===== src/rtl/fcr_pkg.sv =====
// Shared constants, codes and control types of the framed command core.
package fcr_pkg;

  // Field widths and sizing
  localparam int TOKEN_CAPACITY = 31;
  localparam int SAMPLE_BITS    = 12;
  localparam int KIND_W         = 2;
  localparam int BYTE_W         = 8;
  localparam int ADC_W          = 12;
  localparam int TIMEOUT_W      = 16;
  localparam int TLEN_W         = $clog2(TOKEN_CAPACITY + 1);
  localparam int HEAD_W         = 24;

  // Decimal digits needed for the widest sample: ceil(bits * log10(2)).
  localparam int DIGITS     = (SAMPLE_BITS * 30103 + 99999) / 100000;
  localparam int HDR_LEN    = 5;
  localparam int TAIL_LEN   = 3;
  localparam int PKT_MAX    = HDR_LEN + DIGITS + TAIL_LEN;
  localparam int IDX_W      = $clog2(PKT_MAX);
  localparam int HDR_IDX_W  = $clog2(HDR_LEN);
  localparam int DIG_IDX_W  = (DIGITS > 1) ? $clog2(DIGITS) : 1;
  localparam int NDIG_W     = $clog2(DIGITS + 1);
  localparam int STEP_W     = (SAMPLE_BITS > 1) ? $clog2(SAMPLE_BITS) : 1;

  localparam logic [TIMEOUT_W-1:0] TIMEOUT_RESET = 16'd3000;

  // Item kinds
  localparam logic [KIND_W-1:0] KIND_BYTE = 2'd0;
  localparam logic [KIND_W-1:0] KIND_TICK = 2'd1;
  localparam logic [KIND_W-1:0] KIND_POLL = 2'd2;

  // Pending command codes
  localparam logic [1:0] CMD_NONE = 2'd0;
  localparam logic [1:0] CMD_RST  = 2'd1;
  localparam logic [1:0] CMD_OK   = 2'd2;

  // Sender phases
  localparam logic [1:0] PH_IDLE   = 2'd0;
  localparam logic [1:0] PH_SEND   = 2'd1;
  localparam logic [1:0] PH_WAIT   = 2'd2;
  localparam logic [1:0] PH_RESEND = 2'd3;

  // Characters
  localparam logic [BYTE_W-1:0] CH_BANG = 8'h21;
  localparam logic [BYTE_W-1:0] CH_HASH = 8'h23;
  localparam logic [BYTE_W-1:0] CH_CR   = 8'h0D;
  localparam logic [BYTE_W-1:0] CH_LF   = 8'h0A;
  localparam logic [3:0]        CH_DIGIT_HI = 4'h3;

  localparam logic [HEAD_W-1:0] TOK_RST = 24'h525354;
  localparam logic [HEAD_W-1:0] TOK_OK  = 24'h004F4B;

  localparam logic [BYTE_W-1:0] HDR_CHARS [HDR_LEN] = '{8'h21, 8'h41, 8'h44, 8'h43, 8'h3D};

  // Commands from the controller to the datapath
  typedef struct packed {
    logic             accept;
    logic             conv_load;
    logic             conv_step;
    logic             emit_load;
    logic [IDX_W-1:0] byte_idx;
  } fcr_cmd_t;

  // Status from the datapath to the controller
  typedef struct packed {
    logic send_due;
    logic out_busy;
    logic emit_last;
  } fcr_stat_t;

endpackage


===== src/rtl/fcr_if.sv =====
// Channel interfaces: input items, result bytes and the configuration write.
interface fcr_in_if;
  import fcr_pkg::*;
  logic              valid;
  logic              ready;
  logic [KIND_W-1:0] kind;
  logic [BYTE_W-1:0] rx_byte;
  logic [ADC_W-1:0]  adc_sample;
  logic              adc_ok;
  modport source (output valid, kind, rx_byte, adc_sample, adc_ok, input ready);
  modport sink   (input valid, kind, rx_byte, adc_sample, adc_ok, output ready);
endinterface

interface fcr_out_if;
  import fcr_pkg::*;
  logic              valid;
  logic              ready;
  logic [BYTE_W-1:0] tx_byte;
  logic              is_echo;
  logic              last;
  modport source (output valid, tx_byte, is_echo, last, input ready);
  modport sink   (input valid, tx_byte, is_echo, last, output ready);
endinterface

interface fcr_cfg_if;
  import fcr_pkg::*;
  logic                 valid;
  logic                 ready;
  logic [TIMEOUT_W-1:0] data;
  modport source (output valid, data, input ready);
  modport sink   (input valid, data, output ready);
endinterface


===== src/rtl/fcr_ctrl.sv =====
// Controller: input handshake, digit conversion sequencing and packet byte sequencing.
module fcr_ctrl (
  input  logic                        clk,
  input  logic                        rst_n,
  input  logic                        in_valid,
  input  logic [fcr_pkg::KIND_W-1:0]  in_kind,
  output logic                        in_ready,
  input  fcr_pkg::fcr_stat_t          stat,
  output fcr_pkg::fcr_cmd_t           cmd
);
  import fcr_pkg::*;

  localparam logic [1:0] ST_IDLE = 2'd0;
  localparam logic [1:0] ST_CONV = 2'd1;
  localparam logic [1:0] ST_EMIT = 2'd2;

  logic [1:0]       state_r, state_nxt;
  logic [STEP_W-1:0] step_r, step_nxt;
  logic [IDX_W-1:0]  idx_r, idx_nxt;

  // Items are taken only when idle and the result register can take a byte.
  assign in_ready = (state_r == ST_IDLE) && !stat.out_busy;

  // Next-state and command decode
  always_comb begin
    state_nxt      = state_r;
    step_nxt       = step_r;
    idx_nxt        = idx_r;
    cmd.accept     = 1'b0;
    cmd.conv_load  = 1'b0;
    cmd.conv_step  = 1'b0;
    cmd.emit_load  = 1'b0;
    cmd.byte_idx   = idx_r;
    unique case (state_r)
      ST_IDLE: begin
        cmd.accept = in_valid && in_ready;
        if (cmd.accept && in_kind == KIND_POLL && stat.send_due) begin
          cmd.conv_load = 1'b1;
          step_nxt      = '0;
          state_nxt     = ST_CONV;
        end
      end
      ST_CONV: begin
        cmd.conv_step = 1'b1;
        if (step_r == STEP_W'(SAMPLE_BITS - 1)) begin
          idx_nxt   = '0;
          state_nxt = ST_EMIT;
        end else begin
          step_nxt = step_r + 1'b1;
        end
      end
      ST_EMIT: begin
        if (!stat.out_busy) begin
          cmd.emit_load = 1'b1;
          if (stat.emit_last) begin
            state_nxt = ST_IDLE;
          end else begin
            idx_nxt = idx_r + 1'b1;
          end
        end
      end
      default: begin
        state_nxt = ST_IDLE;
      end
    endcase
  end

  // State registers
  always_ff @(posedge clk) begin
    if (!rst_n) begin
      state_r <= ST_IDLE;
      step_r  <= '0;
      idx_r   <= '0;
    end else begin
      state_r <= state_nxt;
      step_r  <= step_nxt;
      idx_r   <= idx_nxt;
    end
  end

endmodule


===== src/rtl/fcr_dp.sv =====
// Datapath: frame parser, sender phase, elapsed counter, decimal conversion and result register.
module fcr_dp (
  input  logic                           clk,
  input  logic                           rst_n,
  input  logic [fcr_pkg::KIND_W-1:0]     in_kind,
  input  logic [fcr_pkg::BYTE_W-1:0]     in_rx_byte,
  input  logic [fcr_pkg::ADC_W-1:0]      in_adc_sample,
  input  logic                           in_adc_ok,
  input  logic                           cfg_valid,
  input  logic [fcr_pkg::TIMEOUT_W-1:0]  cfg_data,
  output logic                           cfg_ready,
  output logic                           out_valid,
  input  logic                           out_ready,
  output logic [fcr_pkg::BYTE_W-1:0]     out_tx_byte,
  output logic                           out_is_echo,
  output logic                           out_last,
  input  fcr_pkg::fcr_cmd_t              cmd,
  output fcr_pkg::fcr_stat_t             stat
);
  import fcr_pkg::*;

  logic [TIMEOUT_W-1:0]   timeout_r;
  logic                   in_frame_r, in_frame_nxt;
  logic [TLEN_W-1:0]      tok_len_r, tok_len_nxt;
  logic [HEAD_W-1:0]      tok_head_r, tok_head_nxt;
  logic [1:0]             pending_r, pending_nxt;
  logic [1:0]             phase_r, phase_nxt;
  logic [TIMEOUT_W-1:0]   elapsed_r, elapsed_nxt;
  logic [SAMPLE_BITS-1:0] held_r, held_nxt;
  logic [SAMPLE_BITS-1:0] bin_r;
  logic [DIGITS-1:0][3:0] bcd_r, bcd_adj;
  logic                   out_valid_r;
  logic [BYTE_W-1:0]      tx_byte_r;
  logic                   is_echo_r, last_r;
  logic                   take_byte, take_tick, take_poll;
  logic [NDIG_W-1:0]      ndig;
  logic [IDX_W-1:0]       nd_x, digit_end, digit_pos, tail_off;
  logic [BYTE_W-1:0]      pkt_byte;

  assign take_byte = cmd.accept && (in_kind == KIND_BYTE);
  assign take_tick = cmd.accept && (in_kind == KIND_TICK);
  assign take_poll = cmd.accept && (in_kind == KIND_POLL);

  // The timeout register accepts every write.
  assign cfg_ready = 1'b1;

  // Frame parser, pending command, elapsed counter and sender phase
  always_comb begin
    in_frame_nxt = in_frame_r;
    tok_len_nxt  = tok_len_r;
    tok_head_nxt = tok_head_r;
    pending_nxt  = pending_r;
    phase_nxt    = phase_r;
    elapsed_nxt  = elapsed_r;
    held_nxt     = held_r;
    if (take_byte) begin
      if (!in_frame_r) begin
        if (in_rx_byte == CH_BANG) begin
          in_frame_nxt = 1'b1;
          tok_len_nxt  = '0;
          tok_head_nxt = '0;
        end
      end else if (in_rx_byte == CH_HASH) begin
        if (tok_len_r == TLEN_W'(3) && tok_head_r == TOK_RST) begin
          pending_nxt = CMD_RST;
        end else if (tok_len_r == TLEN_W'(2) && tok_head_r == TOK_OK) begin
          pending_nxt = CMD_OK;
        end
        in_frame_nxt = 1'b0;
        tok_len_nxt  = '0;
        tok_head_nxt = '0;
      end else if (tok_len_r < TLEN_W'(TOKEN_CAPACITY)) begin
        // Only the first three characters are kept for matching.
        if (tok_len_r < TLEN_W'(3)) begin
          tok_head_nxt = {tok_head_r[HEAD_W-BYTE_W-1:0], in_rx_byte};
        end
        tok_len_nxt = tok_len_r + 1'b1;
      end
    end
    if (take_tick && elapsed_r != {TIMEOUT_W{1'b1}}) begin
      elapsed_nxt = elapsed_r + 1'b1;
    end
    if (take_poll) begin
      unique case (phase_r)
        PH_IDLE: begin
          if (pending_r == CMD_RST) begin
            pending_nxt = CMD_NONE;
            if (in_adc_ok) held_nxt = in_adc_sample[SAMPLE_BITS-1:0];
            phase_nxt = PH_SEND;
          end
        end
        PH_SEND, PH_RESEND: begin
          elapsed_nxt = '0;
          phase_nxt   = PH_WAIT;
        end
        PH_WAIT: begin
          if (pending_r == CMD_OK) begin
            pending_nxt = CMD_NONE;
            phase_nxt   = PH_IDLE;
          end else if (elapsed_r >= timeout_r) begin
            if (in_adc_ok) held_nxt = in_adc_sample[SAMPLE_BITS-1:0];
            phase_nxt = PH_RESEND;
          end
        end
        default: begin
          phase_nxt = PH_IDLE;
        end
      endcase
    end
  end

  // Protocol and configuration state
  always_ff @(posedge clk) begin
    if (!rst_n) begin
      timeout_r  <= TIMEOUT_RESET;
      in_frame_r <= 1'b0;
      tok_len_r  <= '0;
      tok_head_r <= '0;
      pending_r  <= CMD_NONE;
      phase_r    <= PH_IDLE;
      elapsed_r  <= '0;
      held_r     <= '0;
    end else begin
      if (cfg_valid && cfg_ready) timeout_r <= cfg_data;
      in_frame_r <= in_frame_nxt;
      tok_len_r  <= tok_len_nxt;
      tok_head_r <= tok_head_nxt;
      pending_r  <= pending_nxt;
      phase_r    <= phase_nxt;
      elapsed_r  <= elapsed_nxt;
      held_r     <= held_nxt;
    end
  end

  // Shift-and-add-three adjustment, one sample bit per conversion step
  always_comb begin
    for (int i = 0; i < DIGITS; i++) begin
      bcd_adj[i] = (bcd_r[i] >= 4'd5) ? bcd_r[i] + 4'd3 : bcd_r[i];
    end
  end

  always_ff @(posedge clk) begin
    if (cmd.conv_load) begin
      bin_r <= held_r;
      bcd_r <= '0;
    end else if (cmd.conv_step) begin
      {bcd_r, bin_r} <= {bcd_adj, bin_r} << 1;
    end
  end

  // Number of significant digits, at least one
  always_comb begin
    ndig = NDIG_W'(1);
    for (int i = 1; i < DIGITS; i++) begin
      if (bcd_r[i] != 4'd0) ndig = NDIG_W'(i + 1);
    end
  end

  // Packet byte at the requested position
  assign nd_x      = IDX_W'(ndig);
  assign digit_end = IDX_W'(HDR_LEN) + nd_x;
  assign digit_pos = digit_end - IDX_W'(1) - cmd.byte_idx;
  assign tail_off  = cmd.byte_idx - digit_end;

  always_comb begin
    if (cmd.byte_idx < IDX_W'(HDR_LEN)) begin
      pkt_byte = HDR_CHARS[cmd.byte_idx[HDR_IDX_W-1:0]];
    end else if (cmd.byte_idx < digit_end) begin
      pkt_byte = {CH_DIGIT_HI, bcd_r[digit_pos[DIG_IDX_W-1:0]]};
    end else begin
      case (tail_off)
        IDX_W'(0): pkt_byte = CH_HASH;
        IDX_W'(1): pkt_byte = CH_CR;
        default:   pkt_byte = CH_LF;
      endcase
    end
  end

  // Result register
  always_ff @(posedge clk) begin
    if (!rst_n) begin
      out_valid_r <= 1'b0;
    end else if (cmd.emit_load || take_byte) begin
      out_valid_r <= 1'b1;
    end else if (out_ready) begin
      out_valid_r <= 1'b0;
    end
  end

  always_ff @(posedge clk) begin
    if (cmd.emit_load) begin
      tx_byte_r <= pkt_byte;
      is_echo_r <= 1'b0;
      last_r    <= stat.emit_last;
    end else if (take_byte) begin
      tx_byte_r <= in_rx_byte;
      is_echo_r <= 1'b1;
      last_r    <= 1'b1;
    end
  end

  assign out_valid   = out_valid_r;
  assign out_tx_byte = tx_byte_r;
  assign out_is_echo = is_echo_r;
  assign out_last    = last_r;

  // Status to the controller
  assign stat.send_due  = phase_r[0];
  assign stat.out_busy  = out_valid_r && !out_ready;
  assign stat.emit_last = (cmd.byte_idx == digit_end + IDX_W'(TAIL_LEN - 1));

endmodule


===== src/rtl/framed_command_request_ack_retry_core.sv =====
// Top level of the framed command receiver with acknowledged packet sender.
//
// Channels: in_ch carries items (received byte, millisecond tick, poll step),
// out_ch carries transmitted bytes, cfg_ch writes the acknowledge timeout in
// milliseconds. Every channel moves a transfer when valid and ready are high.
// A received byte is echoed on out_ch in the cycle after its transfer; ticks,
// unused kinds and polls that send nothing give no result. A poll in the
// send or resend phase converts the held sample to decimal, one bit per cycle
// in the shift-and-add-three unit, then sends 9 to 12 packet bytes at one byte
// per cycle while out_ch does not stall; in_ch.ready stays low until the last
// packet byte is loaded. Otherwise one item is taken per cycle while out_ch drains.
// A single result register sits on out_ch: when the receiver stalls, the byte
// is held and no further item is taken until it leaves.
// Reset (rst_n low at a clock edge) clears the parser, the pending command,
// the sender phase, the counters and the held sample, and sets the timeout to
// 3000 ms. cfg_ch is always ready.
module framed_command_request_ack_retry_core (
  input logic       clk,
  input logic       rst_n,
  fcr_in_if.sink    in_ch,
  fcr_out_if.source out_ch,
  fcr_cfg_if.sink   cfg_ch
);
  import fcr_pkg::*;

  fcr_cmd_t  cmd;
  fcr_stat_t stat;
  logic      in_ready;

  assign in_ch.ready = in_ready;

  // Sequencing
  fcr_ctrl u_ctrl (
    .clk      (clk),
    .rst_n    (rst_n),
    .in_valid (in_ch.valid),
    .in_kind  (in_ch.kind),
    .in_ready (in_ready),
    .stat     (stat),
    .cmd      (cmd)
  );

  // Protocol state and byte formation
  fcr_dp u_dp (
    .clk           (clk),
    .rst_n         (rst_n),
    .in_kind       (in_ch.kind),
    .in_rx_byte    (in_ch.rx_byte),
    .in_adc_sample (in_ch.adc_sample),
    .in_adc_ok     (in_ch.adc_ok),
    .cfg_valid     (cfg_ch.valid),
    .cfg_data      (cfg_ch.data),
    .cfg_ready     (cfg_ch.ready),
    .out_valid     (out_ch.valid),
    .out_ready     (out_ch.ready),
    .out_tx_byte   (out_ch.tx_byte),
    .out_is_echo   (out_ch.is_echo),
    .out_last      (out_ch.last),
    .cmd           (cmd),
    .stat          (stat)
  );

  // A received byte is offered as its own echo in the following cycle.
  a_echo_follows: assert property (@(posedge clk) disable iff (!rst_n)
    (in_ch.valid && in_ch.ready && in_ch.kind == KIND_BYTE) |=>
      (out_ch.valid && out_ch.is_echo && out_ch.last &&
       out_ch.tx_byte == $past(in_ch.rx_byte)))
    else $error("echo of a received byte missing or wrong");

  // A packet always closes with a line feed.
  a_packet_end: assert property (@(posedge clk) disable iff (!rst_n)
    (out_ch.valid && !out_ch.is_echo && out_ch.last) |-> (out_ch.tx_byte == CH_LF))
    else $error("packet ends on a byte other than line feed");

  // No item is taken while a packet is being formed or sent.
  a_no_take_in_packet: assert property (@(posedge clk) disable iff (!rst_n)
    (cmd.conv_step || cmd.emit_load) |-> !in_ch.ready)
    else $error("item taken during a packet");

endmodule


===== src/flat_wrapper.sv =====
// flat-port wrapper written by rule: the top's interface ports become plain ports
module framed_command_request_ack_retry_core_flat import fcr_pkg::*;
  (clk, rst_n, in_ch_valid, in_ch_kind, in_ch_rx_byte, in_ch_adc_sample, in_ch_adc_ok, in_ch_ready, out_ch_valid, out_ch_tx_byte, out_ch_is_echo, out_ch_last, out_ch_ready, cfg_ch_valid, cfg_ch_data, cfg_ch_ready);
  fcr_in_if in_ch_i ();
  fcr_out_if out_ch_i ();
  fcr_cfg_if cfg_ch_i ();
  input logic clk;
  input logic rst_n;
  input wire logic [$bits(in_ch_i.valid)-1:0] in_ch_valid;
  input wire logic [$bits(in_ch_i.kind)-1:0] in_ch_kind;
  input wire logic [$bits(in_ch_i.rx_byte)-1:0] in_ch_rx_byte;
  input wire logic [$bits(in_ch_i.adc_sample)-1:0] in_ch_adc_sample;
  input wire logic [$bits(in_ch_i.adc_ok)-1:0] in_ch_adc_ok;
  output wire logic [$bits(in_ch_i.ready)-1:0] in_ch_ready;
  output wire logic [$bits(out_ch_i.valid)-1:0] out_ch_valid;
  output wire logic [$bits(out_ch_i.tx_byte)-1:0] out_ch_tx_byte;
  output wire logic [$bits(out_ch_i.is_echo)-1:0] out_ch_is_echo;
  output wire logic [$bits(out_ch_i.last)-1:0] out_ch_last;
  input wire logic [$bits(out_ch_i.ready)-1:0] out_ch_ready;
  input wire logic [$bits(cfg_ch_i.valid)-1:0] cfg_ch_valid;
  input wire logic [$bits(cfg_ch_i.data)-1:0] cfg_ch_data;
  output wire logic [$bits(cfg_ch_i.ready)-1:0] cfg_ch_ready;
  assign in_ch_i.valid = in_ch_valid;
  assign in_ch_i.kind = in_ch_kind;
  assign in_ch_i.rx_byte = in_ch_rx_byte;
  assign in_ch_i.adc_sample = in_ch_adc_sample;
  assign in_ch_i.adc_ok = in_ch_adc_ok;
  assign in_ch_ready = in_ch_i.ready;
  assign out_ch_valid = out_ch_i.valid;
  assign out_ch_tx_byte = out_ch_i.tx_byte;
  assign out_ch_is_echo = out_ch_i.is_echo;
  assign out_ch_last = out_ch_i.last;
  assign out_ch_i.ready = out_ch_ready;
  assign cfg_ch_i.valid = cfg_ch_valid;
  assign cfg_ch_i.data = cfg_ch_data;
  assign cfg_ch_ready = cfg_ch_i.ready;
  framed_command_request_ack_retry_core u_core (.clk(clk), .rst_n(rst_n), .in_ch(in_ch_i), .out_ch(out_ch_i), .cfg_ch(cfg_ch_i));
endmodule

===== config.mk =====
export PLATFORM = sky130hd
export DESIGN_NAME = framed_command_request_ack_retry_core_flat
export DESIGN_NICKNAME = d
export VERILOG_FILES = /design/src/rtl/fcr_pkg.sv /design/src/rtl/fcr_if.sv /design/src/rtl/fcr_ctrl.sv /design/src/rtl/fcr_dp.sv /design/src/rtl/framed_command_request_ack_retry_core.sv /design/src/flat_wrapper.sv
export SDC_FILE = /design/constraint.sdc
export NUM_CORES = 1
export LEC_CHECK = 0
export ABC_AREA = 0
export BUFFER_PORTS_ARGS = -buffer_cell sky130_fd_sc_hd__buf_2
export CORE_MARGIN = 10
export CORE_UTILIZATION = 50
export CTS_CLUSTER_SIZE = 14
export DETAILED_ROUTE_END_ITERATION = 10
export PLACE_DENSITY = 0.72
export SETUP_SLACK_MARGIN = 0.02
export SYNTH_ARGS = -nofsm -noshare
export SYNTH_HDL_FRONTEND = slang
export SYNTH_SLANG_ARGS = --single-unit

===== constraint.sdc =====
create_clock -name clk -period 3.35 [get_ports clk]
set_input_delay 0.335 -clock clk [delete_from_list [all_inputs] [get_ports clk]]
set_output_delay 0.335 -clock clk [all_outputs]
set_load 0.02 [all_outputs]

==> impl_metrics.json <==
{
  "clk_latency_ns": 0.43,
  "via_per_inst": 5.56,
  "clock-sinks": 127,
  "hold_viol_final": 0,
  "fin_util": 0.589,
  "yosysTopAreaCell": "dfxtp_1",
  "gp_routability_congestion": 0.831,
  "drv_slew": 0,
  "final_area_um2": 7430,
  "gr-total-overflow": 0,
  "total_power_mw": 3.60,
  "p_sw_frac": 0.222,
  "clockBufferDepth": 2,
  "postPlaceCellArea_um2": 6830,
  "synth-warning-count": 0,
  "p_switching_mw": 0.798,
  "grt_pass1_wl_um": 23900,
  "yosysMostFrequentCell": "nand2_1",
  "syn_inst": 716,
  "synth_area_leaders": "dfxtp_1 (33%), edfxtp_1 (9.8%), ha_1 (7.6%)",
  "place_hpwl_um": 10200,
  "worst_ep_required_time_ns": 3.51,
  "setup_ws_ns": 0.297,
  "antenna_found_initial": 0,
  "cts_root_buf": "clkbuf_16",
  "antenna_cells": 0,
  "crit_path_start": "u_core.u_dp.bcd_r[13]",
  "ctsHtreeMaxLevel": 4,
  "grt_max_degree": 39,
  "timing.fmax_mhz": 328,
  "core_area_um2": 12600,
  "initial_core_util": 0.509,
  "synth_cell_types": 77,
  "timing.rr.start": "u_core.u_dp.bcd_r[13]",
  "p_int_mw": 2.80,
  "yosysTopAreaCellShare": 0.331,
  "yosysSeqAreaShare": 0.429,
  "fin_crit_sh": 0.911,
  "area_growth_pct": 15.8,
  "period_minus_slack_ns": 3.05,
  "dp_cells": 922,
  "routed_wl_um": 14300,
  "wire_per_inst_um": 14.9,
  "p_leak_nw": 3.05,
  "yosys-top-cells-count": "nand2_1 (112), dfxtp_1 (106), nor2_1 (61), a21oi_1 (46), inv_1 (40)",
  "drt-pass1-iter-count": 7,
  "die_w_um": 133,
  "grt_pass1_vias": 5153,
  "syn_avg_cell_area_um2": 8.97,
  "fp.dieH_um": 133,
  "finalSetupViolations": 0,
  "drt_iter0_drc": 327,
  "p_clk_frac": 0.489,
  "worstMarginPinSlew_ns": 0.848,
  "grt_usage": 0.161,
  "end_kind": "register",
  "crit_path_max_fanout": 4,
  "drive_gt1_frac": 0.147,
  "netlist_area_um2": 6420,
  "holdWs_ns": 0.128,
  "r2r_slack_ns": 0.30,
  "worst_clock_skew_ns": 0.0121,
  "synth_fp_nets": 800,
  "ys_ff_latch": 127,
  "arrival_ns": 3.21,
  "pwr-share-seq": 0.452,
  "startpoint_type": "register",
  "hp-start": "cfg_ch_data[7]",
  "preCtsSetupSlack_ns": 0.138,
  "setup_tns_ns": 0,
  "die_area_um2": 17800,
  "ys.flop_type": "dfxtp_1",
  "port_buffers": 55,
  "ir_drop_v": 0.000330,
  "crit_type": "register to register",
  "status": "finished clean",
  "layoutNonFillerInstCount": 956,
  "num_rows": 41,
  "pin_count": 57,
  "rsz0062_at_grt": "false",
  "maxCapViolCount": 0,
  "cts_tree": "done",
  "final_nets": 855,
  "synth-edff-count": 21,
  "p_per_area_nw_per_um2": 484,
  "hp-class": "input pin to register",
  "ant_nets": 0,
  "slew_headroom": 0.435,
  "clk_pin_slew_ns": 0.05,
  "combinationalPowerShare": 0.059,
  "num_vias": 5314,
  "drcViolationCount": 0,
  "cts_inserted_buffers": 17,
  "synth-async-reset-ratio": 0
}
layout make-up:
type	instances	area (um^2)
Clock buffer	27	514
Clock inverter	5	52.6
Fill cell	1110	5180
Inverter	41	154
Multi-Input combinational cell	518	3380
Sequential cell	127	2760
Tap cell	172	215
Timing Repair Buffer	66	358
state kept, by name, indices dropped and copies added, names as in the netlist, 2 cells and up:
| name | cells |
|---|---|
| u_core.u_dp.pending_r | 2 |
| u_core.u_dp.bin_r | 12 |
| u_core.u_dp.held_r | 12 |
| u_core.u_dp.elapsed_r | 16 |
| u_core.u_dp.phase_r | 2 |
| u_core.u_dp.out_tx_byte | 8 |
| u_core.u_ctrl.idx_r | 4 |
| u_core.u_dp.tok_head_r | 24 |
| u_core.u_dp.timeout_r | 16 |
| u_core.u_ctrl.state_r | 2 |
| u_core.u_dp.tok_len_r | 5 |
| u_core.u_dp.bcd_r | 16 |
| u_core.u_ctrl.step_r | 4 |
path summary, 6_finish.rpt:
path | end | cells past startpoint
worst min-delay path | u_core.u_dp.timeout_r[7] | 3
worst max-delay path | u_core.u_dp.out_tx_byte[1] | 13
worst max register to register | u_core.u_dp.out_tx_byte[1] | 13
worst min register to register | u_core.u_dp.held_r[0] | 2
repair_timing:
item / 4_1_cts / 5_1_grt
hold buffers: 0 / 0
buffers inserted: 0 / 2
endpoints found under the setup margin: 0 / 4
gates resized for setup: 0 / 10
cells by family after synthesis:
family | count (synthesis) | synth area share
compound gates | 134 | 0.136
xor+xnor | 24 | 0.0327
fa+ha+maj | 40 | 0.0791
buf+inv | 71 | 0.0472
flops | 127 | 0.429
mux | 27 | 0.0501
other cells | 1 | 0.000584
simple gates | 292 | 0.225
layout by cell type (no fill, tap or decap), types with 4 or more instances in the layout:
master     count
a21oi_1       46
edfxtp_1      21
clkbuf_1       6
nand3_1       28
mux2i_1       22
nand4_1       13
nor2b_1        4
nor2_1        61
o21ai_0       24
mux4_2         4
o211ai_1       9
or3_1         11
ha_1          37
buf_2         55
buf_4         11
xnor2_1       16
xor2_1         8
a211oi_1       7
inv_1         40
dfxtp_1      103
a22o_1        19
nand2_1      112
nor3_1         9
nand2b_1      13
clkbuf_16     18
a31oi_1        4
worst max-delay path, stage by stage, from the launching register on:
cell and delay (ns):
dfxtp_1 0.37, inv_1 0.08, ha_1 0.22, nor3b_2 0.17, o21ai_1 0.13, ha_2 0.21
inv_1 0.05, fa_1 0.51, nor4bb_1 0.25, and3_1 0.18, or3_4 0.13, nand2b_1 0.06
a222oi_1 0.31, o21ai_1 0.12
metal layers:
metal | GRT usage | vias to the layer above | part of all wire
li1 | - | 2633 | -
met1 | 0.193 | 2528 | 0.46
met2 | 0.260 | 123 | 0.47
met3 | 0.0515 | 30 | 0.045
met4 | 0.0695 | 0 | 0.021
met5 | 0 | - | 0
power groups by stage:
stage	clock network, mW	logic, mW	registers, mW
2_1_floorplan	0	0.140	1.65
3_3_place_gp	0	0.201	1.65
3_5_place_dp	0	0.208	1.65
4_1_cts	1.78	0.210	1.62
5_1_grt	1.86	0.242	1.63
6_report	1.76	0.212	1.63
Power figures use the tool's default switching activity.
